$ cat src/rtl/core/upcf_pkg.sv
// Package: constants, verdict codes and result type for the UDP port clone filter.
package upcf_pkg;

  localparam int unsigned OffsetWidth = 7;
  localparam int unsigned LenWidth    = OffsetWidth + 1;

  localparam logic [OffsetWidth-1:0] OffsetMax   = 7'd127;
  localparam logic [OffsetWidth-1:0] OffTypeHigh = 7'd12;
  localparam logic [OffsetWidth-1:0] OffTypeLow  = 7'd13;
  localparam logic [OffsetWidth-1:0] OffIhl      = 7'd14;
  localparam logic [OffsetWidth-1:0] OffProto    = 7'd23;

  localparam logic [OffsetWidth-1:0] EthHdrLen   = 7'd14;
  localparam logic [LenWidth-1:0]    EthIpHdrLen = 8'd34;
  localparam logic [LenWidth-1:0]    UdpHdrLen   = 8'd8;
  localparam logic [15:0]            EtherIpv4   = 16'h0800;
  localparam logic [7:0]             ProtoUdp    = 8'd17;

  localparam logic [7:0]  CloneCountReset = 8'd4;
  localparam logic [15:0] MatchPortReset  = 16'd8901;

  typedef enum logic [1:0] {
    CfgCloneCount = 2'd0,
    CfgMatchPort  = 2'd1
  } cfg_index_e;

  typedef enum logic [1:0] {
    VerdictDrop  = 2'd0,
    VerdictPass  = 2'd1,
    VerdictClone = 2'd2
  } verdict_e;

  typedef struct packed {
    verdict_e   verdict;
    logic [7:0] copies;
  } result_t;

endpackage

$ cat src/rtl/core/upcf_parse.sv
// Header parser: per-frame state, field checks and verdict for one byte.
module upcf_parse (
  input  logic               clk_i,
  input  logic               rst_ni,
  input  logic               step_i,
  input  logic [7:0]         frame_byte_i,
  input  logic               last_byte_i,
  input  logic               meta_present_i,
  input  logic [31:0]        meta_copy_i,
  input  logic [7:0]         clone_count_i,
  input  logic [15:0]        match_port_i,
  output upcf_pkg::result_t  result_o
);

  logic [upcf_pkg::OffsetWidth-1:0] byte_offset_q, byte_offset_d;
  logic                             meta_hit_q, meta_hit_d;
  logic [7:0]                       type_high_q, type_high_d;
  logic                             type_ok_q, type_ok_d;
  logic [3:0]                       header_words_q, header_words_d;
  logic                             proto_ok_q, proto_ok_d;
  logic [7:0]                       port_high_q, port_high_d;
  logic                             port_ok_q, port_ok_d;

  logic                             first;
  logic [upcf_pkg::OffsetWidth-1:0] udp_off;
  logic [upcf_pkg::LenWidth-1:0]    len;
  logic                             clone_hit;

  assign first   = (byte_offset_q == '0);
  assign udp_off = upcf_pkg::EthHdrLen + {1'b0, header_words_q, 2'b00};
  assign len     = {1'b0, byte_offset_q} + 8'd1;

  always_comb begin
    meta_hit_d     = first ? (meta_present_i && (meta_copy_i != 32'd0) &&
                              (meta_copy_i <= {24'd0, clone_count_i})) : meta_hit_q;
    type_high_d    = first ? 8'd0 : type_high_q;
    type_ok_d      = first ? 1'b0 : type_ok_q;
    header_words_d = first ? 4'd0 : header_words_q;
    proto_ok_d     = first ? 1'b0 : proto_ok_q;
    port_high_d    = first ? 8'd0 : port_high_q;
    port_ok_d      = first ? 1'b0 : port_ok_q;

    case (byte_offset_q)
      upcf_pkg::OffTypeHigh: type_high_d    = frame_byte_i;
      upcf_pkg::OffTypeLow:  type_ok_d      = ({type_high_q, frame_byte_i} ==
                                               upcf_pkg::EtherIpv4);
      upcf_pkg::OffIhl:      header_words_d = frame_byte_i[3:0];
      upcf_pkg::OffProto:    proto_ok_d     = (frame_byte_i == upcf_pkg::ProtoUdp);
      default: ;
    endcase

    if (byte_offset_q > upcf_pkg::EthHdrLen) begin
      if (byte_offset_q == udp_off + 7'd2) begin
        port_high_d = frame_byte_i;
      end else if (byte_offset_q == udp_off + 7'd3) begin
        port_ok_d = ({port_high_q, frame_byte_i} == match_port_i);
      end
    end

    if (last_byte_i) begin
      byte_offset_d = '0;
    end else if (byte_offset_q < upcf_pkg::OffsetMax) begin
      byte_offset_d = byte_offset_q + 7'd1;
    end else begin
      byte_offset_d = upcf_pkg::OffsetMax;
    end
  end

  assign clone_hit = type_ok_d && proto_ok_d && port_ok_d &&
                     (len >= upcf_pkg::EthIpHdrLen) &&
                     (len >= ({1'b0, udp_off} + upcf_pkg::UdpHdrLen));

  always_comb begin
    result_o.verdict = upcf_pkg::VerdictDrop;
    result_o.copies  = 8'd0;
    if (meta_hit_d) begin
      result_o.verdict = upcf_pkg::VerdictPass;
    end else if (clone_hit) begin
      result_o.verdict = upcf_pkg::VerdictClone;
      result_o.copies  = clone_count_i;
    end
  end

  always_ff @(posedge clk_i or negedge rst_ni) begin
    if (!rst_ni) begin
      byte_offset_q  <= '0;
      meta_hit_q     <= 1'b0;
      type_high_q    <= 8'd0;
      type_ok_q      <= 1'b0;
      header_words_q <= 4'd0;
      proto_ok_q     <= 1'b0;
      port_high_q    <= 8'd0;
      port_ok_q      <= 1'b0;
    end else if (step_i) begin
      byte_offset_q  <= byte_offset_d;
      meta_hit_q     <= meta_hit_d;
      type_high_q    <= type_high_d;
      type_ok_q      <= type_ok_d;
      header_words_q <= header_words_d;
      proto_ok_q     <= proto_ok_d;
      port_high_q    <= port_high_d;
      port_ok_q      <= port_ok_d;
    end
  end

endmodule

$ cat src/rtl/core/udp_port_packet_clone_filter.sv
// Top level: UDP port clone filter with input register, parser and result register.
//
//  channel  | handshake                | payload
//  ---------+--------------------------+---------------------------------------------
//  in       | in_valid_i / in_ready_o  | frame_byte_i, last_byte_i, meta_present_i,
//           |                          | meta_copy_i
//  out      | out_valid_o / out_ready_i| verdict_o, copies_o
//  cfg      | cfg_we_i                 | cfg_index_i, cfg_wdata_i
//
// One item per cycle unless a held result stalls a last byte.
// The input register feeds the parser, which updates frame state and loads the result register.
// A held result stalls only a last byte; other bytes keep flowing.
// Reset clears frame state and loads clone count 4 and match port 8901.
module udp_port_packet_clone_filter (
  input  logic        clk_i,
  input  logic        rst_ni,
  input  logic        in_valid_i,
  output logic        in_ready_o,
  input  logic [7:0]  frame_byte_i,
  input  logic        last_byte_i,
  input  logic        meta_present_i,
  input  logic [31:0] meta_copy_i,
  output logic        out_valid_o,
  input  logic        out_ready_i,
  output logic [1:0]  verdict_o,
  output logic [7:0]  copies_o,
  input  logic        cfg_we_i,
  input  logic [1:0]  cfg_index_i,
  input  logic [15:0] cfg_wdata_i
);

  logic [7:0]  clone_count_q;
  logic [15:0] match_port_q;

  logic        in_valid_q;
  logic [7:0]  frame_byte_q;
  logic        last_byte_q;
  logic        meta_present_q;
  logic [31:0] meta_copy_q;

  logic              out_valid_q;
  upcf_pkg::result_t result_q;
  upcf_pkg::result_t result_d;

  logic out_room;
  logic step;

  assign out_room   = !out_valid_q || out_ready_i;
  assign step       = in_valid_q && (!last_byte_q || out_room);
  assign in_ready_o = !in_valid_q || step;

  // configuration registers
  always_ff @(posedge clk_i or negedge rst_ni) begin
    if (!rst_ni) begin
      clone_count_q <= upcf_pkg::CloneCountReset;
      match_port_q  <= upcf_pkg::MatchPortReset;
    end else if (cfg_we_i) begin
      case (cfg_index_i)
        upcf_pkg::CfgCloneCount: clone_count_q <= cfg_wdata_i[7:0];
        upcf_pkg::CfgMatchPort:  match_port_q  <= cfg_wdata_i;
        default: ;
      endcase
    end
  end

  // input register
  always_ff @(posedge clk_i or negedge rst_ni) begin
    if (!rst_ni) begin
      in_valid_q <= 1'b0;
    end else if (in_ready_o) begin
      in_valid_q <= in_valid_i;
    end
  end

  always_ff @(posedge clk_i) begin
    if (in_valid_i && in_ready_o) begin
      frame_byte_q   <= frame_byte_i;
      last_byte_q    <= last_byte_i;
      meta_present_q <= meta_present_i;
      meta_copy_q    <= meta_copy_i;
    end
  end

  upcf_parse u_parse (
    .clk_i          (clk_i),
    .rst_ni         (rst_ni),
    .step_i         (step),
    .frame_byte_i   (frame_byte_q),
    .last_byte_i    (last_byte_q),
    .meta_present_i (meta_present_q),
    .meta_copy_i    (meta_copy_q),
    .clone_count_i  (clone_count_q),
    .match_port_i   (match_port_q),
    .result_o       (result_d)
  );

  // result register
  always_ff @(posedge clk_i or negedge rst_ni) begin
    if (!rst_ni) begin
      out_valid_q <= 1'b0;
    end else if (out_room) begin
      out_valid_q <= step && last_byte_q;
    end
  end

  always_ff @(posedge clk_i) begin
    if (step && last_byte_q) begin
      result_q <= result_d;
    end
  end

  assign out_valid_o = out_valid_q;
  assign verdict_o   = result_q.verdict;
  assign copies_o    = result_q.copies;

  a_copies_only_on_clone: assert property (@(posedge clk_i) disable iff (!rst_ni)
    (out_valid_q && (result_q.verdict != upcf_pkg::VerdictClone)) |-> (result_q.copies == 8'd0))
    else $error("copies set on a verdict other than clone");

  a_stalled_byte_holds: assert property (@(posedge clk_i) disable iff (!rst_ni)
    (in_valid_q && !step) |=> (in_valid_q && $stable(frame_byte_q) && $stable(last_byte_q)))
    else $error("stalled item lost from input register");

  a_last_needs_room: assert property (@(posedge clk_i) disable iff (!rst_ni)
    (step && last_byte_q) |-> out_room)
    else $error("verdict loaded over an untaken result");

endmodule
$ cat config.mk
export PLATFORM = sky130hd
export DESIGN_NAME = udp_port_packet_clone_filter
export DESIGN_NICKNAME = d
export VERILOG_FILES = /design/src/rtl/core/upcf_pkg.sv /design/src/rtl/core/upcf_parse.sv /design/src/rtl/core/udp_port_packet_clone_filter.sv
export SDC_FILE = /design/constraint.sdc
export NUM_CORES = 1
export LEC_CHECK = 0
export ABC_AREA = 1
export ABC_CLOCK_PERIOD_IN_PS = 2600
export BUFFER_PORTS_ARGS = -buffer_cell sky130_fd_sc_hd__clkbuf_2
export CORE_MARGIN = 5
export CORE_UTILIZATION = 35
export CTS_CLUSTER_DIAMETER = 100
export DETAILED_ROUTE_END_ITERATION = 6
export HOLD_SLACK_MARGIN = 0.02
export PLACE_DENSITY = 0.63
export REMOVE_ABC_BUFFERS = 1
export SYNTH_ARGS = -nofsm -noshare
export SYNTH_HDL_FRONTEND = slang
export SYNTH_HIERARCHICAL = 1
export SYNTH_SLANG_ARGS = --single-unit
$ cat constraint.sdc
create_clock -name clk_i -period 2.6 [get_ports clk_i]
set_input_delay 0.52 -clock clk_i [delete_from_list [all_inputs] [get_ports clk_i]]
set_output_delay 0.52 -clock clk_i [all_outputs]
set_load 0.02 [all_outputs]
Word-level counts from Yosys, hierarchy flattened:

Index checks and enable logic that the tools add are counted.

* output and inout port bits: 12
* input bits: 65
* word-level logic and storage cells: 84
* register bits: 109

* $lt $le $gt $ge: 5
* $add $sub $neg: 6
* equality and inequality tests: 10
* bitwise gates (word level): 1
* mux-type cells: 19
* reduce and logical (&&, ||, !) cells: 25

Operators by type and width (count)
* 8-bit two-way mux: 5
* 32-bit by 8-bit less-or-equal comparator with 1-bit output: 1
* 32-bit nonzero test: 1
* 7-bit by 4-bit equality test with 1-bit output, second input constant: 3
* 16-bit by 12-bit equality test with 1-bit output, second input constant: 1
* 16-bit equality test: 1
* 7-bit by 2-bit adder with 7-bit output, second input constant: 2
* 7-bit equality test: 2
* 7-bit two-way mux: 2
* 10-bit two-way mux: 1
* 1-bit logical AND: 9
* 1-bit two-way mux: 9
* 7-bit by 1-bit adder with 8-bit output, second input constant: 1
* 7-bit by 4-bit adder with 8-bit output, second input constant: 1
* 8-bit by 5-bit equality test with 1-bit output, second input constant: 1
* 8-bit by 6-bit greater-or-equal comparator with 1-bit output, second input constant: 1
* 8-bit greater-or-equal comparator: 1
* 4-bit two-way mux: 2
* 2-bit AND reduction: 4
* 4-bit by 6-bit adder with 7-bit output, first input constant: 1
* 7-bit by 1-bit adder with 7-bit output, second input constant: 1
* 7-bit by 5-bit equality test with 1-bit output, second input constant: 1
* 7-bit by 4-bit greater-than comparator with 1-bit output, second input constant: 1
* 7-bit zero test: 1
* 8 further kinds: 13

Logic depth before layout (Yosys ltp):

* depth after elaboration: 11
* gate-level depth with buffers: 16

Cells and area by module:

The synthesis kept the hierarchy.

By module, submodules not included
* udp_port_packet_clone_filter: area an instance 2687.6 um^2, instances 1, cells each 174
* upcf_parse: area an instance 2667.6 um^2, instances 1, cells each 389

Worst setup path before layout:

Ideal clock, no wire load.

* path kind: input to register
* from: input port out_ready_i
* to: register frame_byte_q[0], enable pin
* setup slack: -0.306 ns
* setup time: 0.442 ns
* arrival time: 2.463 ns
* stages: 4
* cells stage by stage: inv_1 > nand2_1 > nor2_1 > nor2_1

* word-level cells in the longest chain between the ends: 5

Ends and longest elaborated chain
* start: declaration: RTL line udp_port_packet_clone_filter.sv:24 `input logic out_ready_i,`
* 1-bit logical OR: RTL line udp_port_packet_clone_filter.sv:48 `assign out_room = !out_valid_q || out_ready_i;`
* 1-bit logical OR: RTL line udp_port_packet_clone_filter.sv:49 `assign step = in_valid_q && (!last_byte_q || out_room);`
* 1-bit logical AND: RTL line udp_port_packet_clone_filter.sv:49
* 1-bit logical OR: RTL line udp_port_packet_clone_filter.sv:50 `assign in_ready_o = !in_valid_q || step;`
* 1-bit logical AND: RTL line udp_port_packet_clone_filter.sv:76 `if (in_valid_i && in_ready_o) begin`
* end signal: assignment: RTL line udp_port_packet_clone_filter.sv:77 `frame_byte_q <= frame_byte_i;`
* end: declaration: RTL line udp_port_packet_clone_filter.sv:36 `logic [7:0] frame_byte_q;`

Every way passes these cells.
A chain may end at the register's enable or synchronous reset.

Worst setup path in the final report:

* from: register u_parse.header_words_q[0]
* to: register result_q (netlist bit copies_o[1]) (data pin)

* word-level cells in the longest chain between the ends: 11

Ends and longest elaborated chain
* start: declaration: RTL line upcf_parse.sv:19 `logic [3:0] header_words_q, header_words_d;`
* start signal: assignment: RTL line upcf_parse.sv:99 `header_words_q <= header_words_d;`
* 4-bit by 6-bit adder with 7-bit output *: RTL line upcf_parse.sv:30 `assign udp_off = upcf_pkg::EthHdrLen + {1'b0, header_words_q, 2'b00};`
* 7-bit by 2-bit adder with 7-bit output: RTL line upcf_parse.sv:55 `end else if (byte_offset_q == udp_off + 7'd3) begin`
* 7-bit equality test: RTL line upcf_parse.sv:55
* 1-bit two-way mux: RTL line upcf_parse.sv:55
* 1-bit two-way mux: RTL line upcf_parse.sv:53 `if (byte_offset_q == udp_off + 7'd2) begin`
* 1-bit two-way mux: RTL line upcf_parse.sv:52 `if (byte_offset_q > upcf_pkg::EthHdrLen) begin`
* 1-bit logical AND (2 in a row): RTL line upcf_parse.sv:69 `assign clone_hit = type_ok_d && proto_ok_d && port_ok_d &&`
* 1-bit logical AND *: RTL line upcf_parse.sv:70 `(len >= upcf_pkg::EthIpHdrLen) &&`
* 1-bit NOT (no source line) *
* 2-bit OR reduction (no source line) *
* end signal: assignment: RTL line udp_port_packet_clone_filter.sv:108 `result_q <= result_d;`
* end: declaration: RTL line udp_port_packet_clone_filter.sv:42 `upcf_pkg::result_t result_q;`

Every way passes the cells marked *; elsewhere a longest branch is shown, timed or not.

==> metrics.csv <==
metric;value;unit
count of port buffers added during placement;76;
most common library cell in the layout ignoring fill and taps;nand2_1;
hold violation total from the final report;0;
via density per instance;4.87;
core box area;15100;um2
number of buffers inserted for hold repair after clock tree synthesis;0;
Antenna Diode Count;0;
worst setup path startpoint;u_parse/header_words_q[0];
final clock period utilization by the worst path;94.8;%
transition time of the tightest slew-check pin;531;ps
maximum number of pins on one net before global-route repair;51;
Netlist Area Pre-Place;5360;um2
Crit. End Element;flip-flop;
CTS tree;yes;
first drt pass iteration count;5;
setup slack after placement;-8.84;ps
area after detailed placement;5960;um2
post-layout total power;3.88;mW
y dimension of the die;134;um
maximum net fanout on the critical path;5;
later-pin clock latency in the skew report;340;ps
Synth Instances;563;
Synthesis Warnings;6;
count of vias placed by the detailed router;4091;
Clock transition at path regs;70;ps
Tot GR Track Use;13.0;%
startpoint-to-endpoint class of the critical path;reg2reg;
number of global-route vias before repair;3938;
Seq/Total Area, Yosys;56.0;%
overall overflow remaining after global route;0;
launching element type of the critical path;flip-flop;
initial antenna violation count;0;
average wire length per cell after detail routing;14.0;um
sinks on the clock net;109;
DRC violation total after the first TritonRoute iteration;208;
leading cell types in the layout, fill and taps excluded;nand2_1 (138), clkbuf_2 (76), inv_1 (63);
Final setup violation count;0;
highest ir drop seen on vdd;0.000443;V
timing-limited maximum frequency;406;MHz
Antenna Violating Nets Remaining;0;
core occupancy in the finished layout;41.7;%
effective utilization at floorplan;35.5;%
total clock buffers created by CTS;9;
Leakage Power;2.97;nW
clock skew after layout;9.22;ps
final setup margin;136;ps
unrepaired setup endpoints after global routing;false;
Max Root-Sink Buffers;2;
result of the run;completed;
fraction of layout cells with a size suffix above 1;23.3;%
first-pass GRT wire length;18900;um
count of final max-slew check failures;0;
Worst Hold Slack;28.9;ps
final worst path period need;2460;ps
flops & latches, synth;109;
die outline area;17900;um2
total power divided by cell area;617;nW/um2
critical path data required time;2700;ps
die boundary width;134;um
Cell variety after synth;38;
Total Nets Final;734;
number of placement rows;45;
Hold Crit Class;in2async;
library cell used as clock root buffer;clkbuf_16;
weighted congestion at the end of routability-driven global placement;0.856;
CTS HTree Levels;3;
Max transition margin;64.6;%
detailed-route wire length;11700;um
final standard cell area without fillers;6290;um2
detailed-placement wirelength estimate;8940;um
number of I/O pins;77;
post-synthesis average cell area;9.51;um2
arrival time reported for the critical path endpoint;2560;ps
number of remaining DRC errors;0;
P&R area growth vs syn;17.5;%
number of maximum-capacitance violations;0;
startpoint of the lowest-slack register-to-register path;u_parse/header_words_q[0];
cells by family (layout without fill, tap and decap cells):
group | Yosys count | count (layout) | share of synthesized area, %
and+or+nand+nor | 286 | 287 | 24.9
AOI/OAI and AO/OA | 46 | 46 | 4.98
xor gates and xnor gates | 13 | 13 | 2.13
adders and majority gates | 22 | 22 | 5.14
DFF | 109 | 109 | 56.0
buffers and inverters | 87 | 175 | 6.89
cell usage after synthesis:
| cell type | instances | share of area, % |
|---|---|---|
| nand2_1 | 138 | 9.7 |
| nor2_8 | 1 | 0.37 |
| edfxtp_1 | 52 | 29 |
| and2_1 | 2 | 0.23 |
| nand3_2 | 2 | 0.37 |
| inv_1 | 64 | 4.5 |
| nand3_4 | 2 | 0.65 |
| o22ai_1 | 18 | 2.1 |
| nor2_2 | 14 | 1.6 |
| o21bai_1 | 2 | 0.28 |
| nor2_1 | 51 | 3.6 |
| dfrtp_1 | 50 | 23 |
| nand2_4 | 1 | 0.21 |
| nor3_1 | 1 | 0.093 |
| o21ai_1 | 6 | 0.56 |
| o21ai_0 | 8 | 0.75 |
| a31oi_1 | 2 | 0.23 |
| nor2_4 | 2 | 0.42 |
| buf_2 | 7 | 0.65 |
| nand3_1 | 36 | 3.4 |
| a21oi_2 | 1 | 0.16 |
| inv_2 | 9 | 0.63 |
| or2_1 | 1 | 0.12 |
| clkbuf_1 | 2 | 0.14 |
| nand2_2 | 2 | 0.23 |
| a21o_1 | 1 | 0.14 |
| xnor2_1 | 3 | 0.49 |
| a21oi_1 | 8 | 0.75 |
| nand4_1 | 28 | 3.3 |
| xor2_1 | 10 | 1.6 |
| ha_1 | 22 | 5.1 |
| buf_6 | 2 | 0.42 |
| buf_8 | 1 | 0.28 |
| nor3b_1 | 1 | 0.14 |
| nor3_2 | 1 | 0.19 |
| buf_4 | 2 | 0.28 |
| or2_2 | 3 | 0.35 |
| dfstp_2 | 7 | 3.4 |
critical path, cell delays in order, from the launching register on:
cell     delay, ps
dfrtp_1        360
inv_1           80
ha_4           270
inv_2           50
ha_2           200
xnor2_2        140
ha_1           330
a21oi_2        140
o21ai_0         70
or2_2          300
nand2_2         90
nor2_4          50
nand3_4        100
nor2_2          40
metrics by stage:
step	cells	setup TNS [ps]
4_1_cts	839	0
2_1_floorplan	549	-12840
6_report	840	0
3_5_place_dp	822	-26.9
3_3_place_gp	822	0
5_1_grt	840	0
registers in the layout, summed over array words and instances, names as in the netlist, 2 cells and up:
signal,flops
clone_count_q,8
copies_o,8
frame_byte_q,8
match_port_q,16
meta_copy_q,32
u_parse/byte_offset_q,7
u_parse/header_words_q,4
u_parse/port_high_q,8
u_parse/type_high_q,8
verdict_o,2
metal layers:
layer  global-route usage, %  vias up  share of wire, %
met5                       0        -                 0
met4                    3.89        0               1.7
met3                    2.72       15               5.1
met2                    22.5      109                50
met1                    16.3     1931                44
li1                        -     2036                 -
final timing paths:
path / endpoint / depth (start not counted) / slack [ps]
max in group asynchronous: match_port_q[2] / 2 / 1960
min reg2reg: clone_count_q[2] / 2 / 470
max reg2reg: copies_o[1] / 13 / 140
min in group clk_i: frame_byte_q[5] / 1 / 350
max: copies_o[1] / 13 / 140
min: u_parse/byte_offset_q[0] / 1 / 30
final cells by class:
class                           instances  area [um2]
Inverter                               73         274
Tap cell                              188         235
Clock buffer                           11         233
Sequential cell                       109        3000
Clock inverter                          5        33.8
Fill cell                            1464        8800
Timing Repair Buffer                   86         468
Multi-Input combinational cell        368        2050
what timing repair did:
item / CTS / global route
resized for setup: 0 / 8
pin swaps: 1 / 4
cloned: 1 / 0
endpoints found under the setup margin: 9 / 9
buffers inserted: 0 / 1
power by group:
part	switching, mW	internal, mW	leakage, nW
Sequential	0.0906	1.96	1.24
Clock	0.592	0.653	0.130
Combinational	0.372	0.211	1.60
Note: power is estimated with default switching activity, not from simulation.
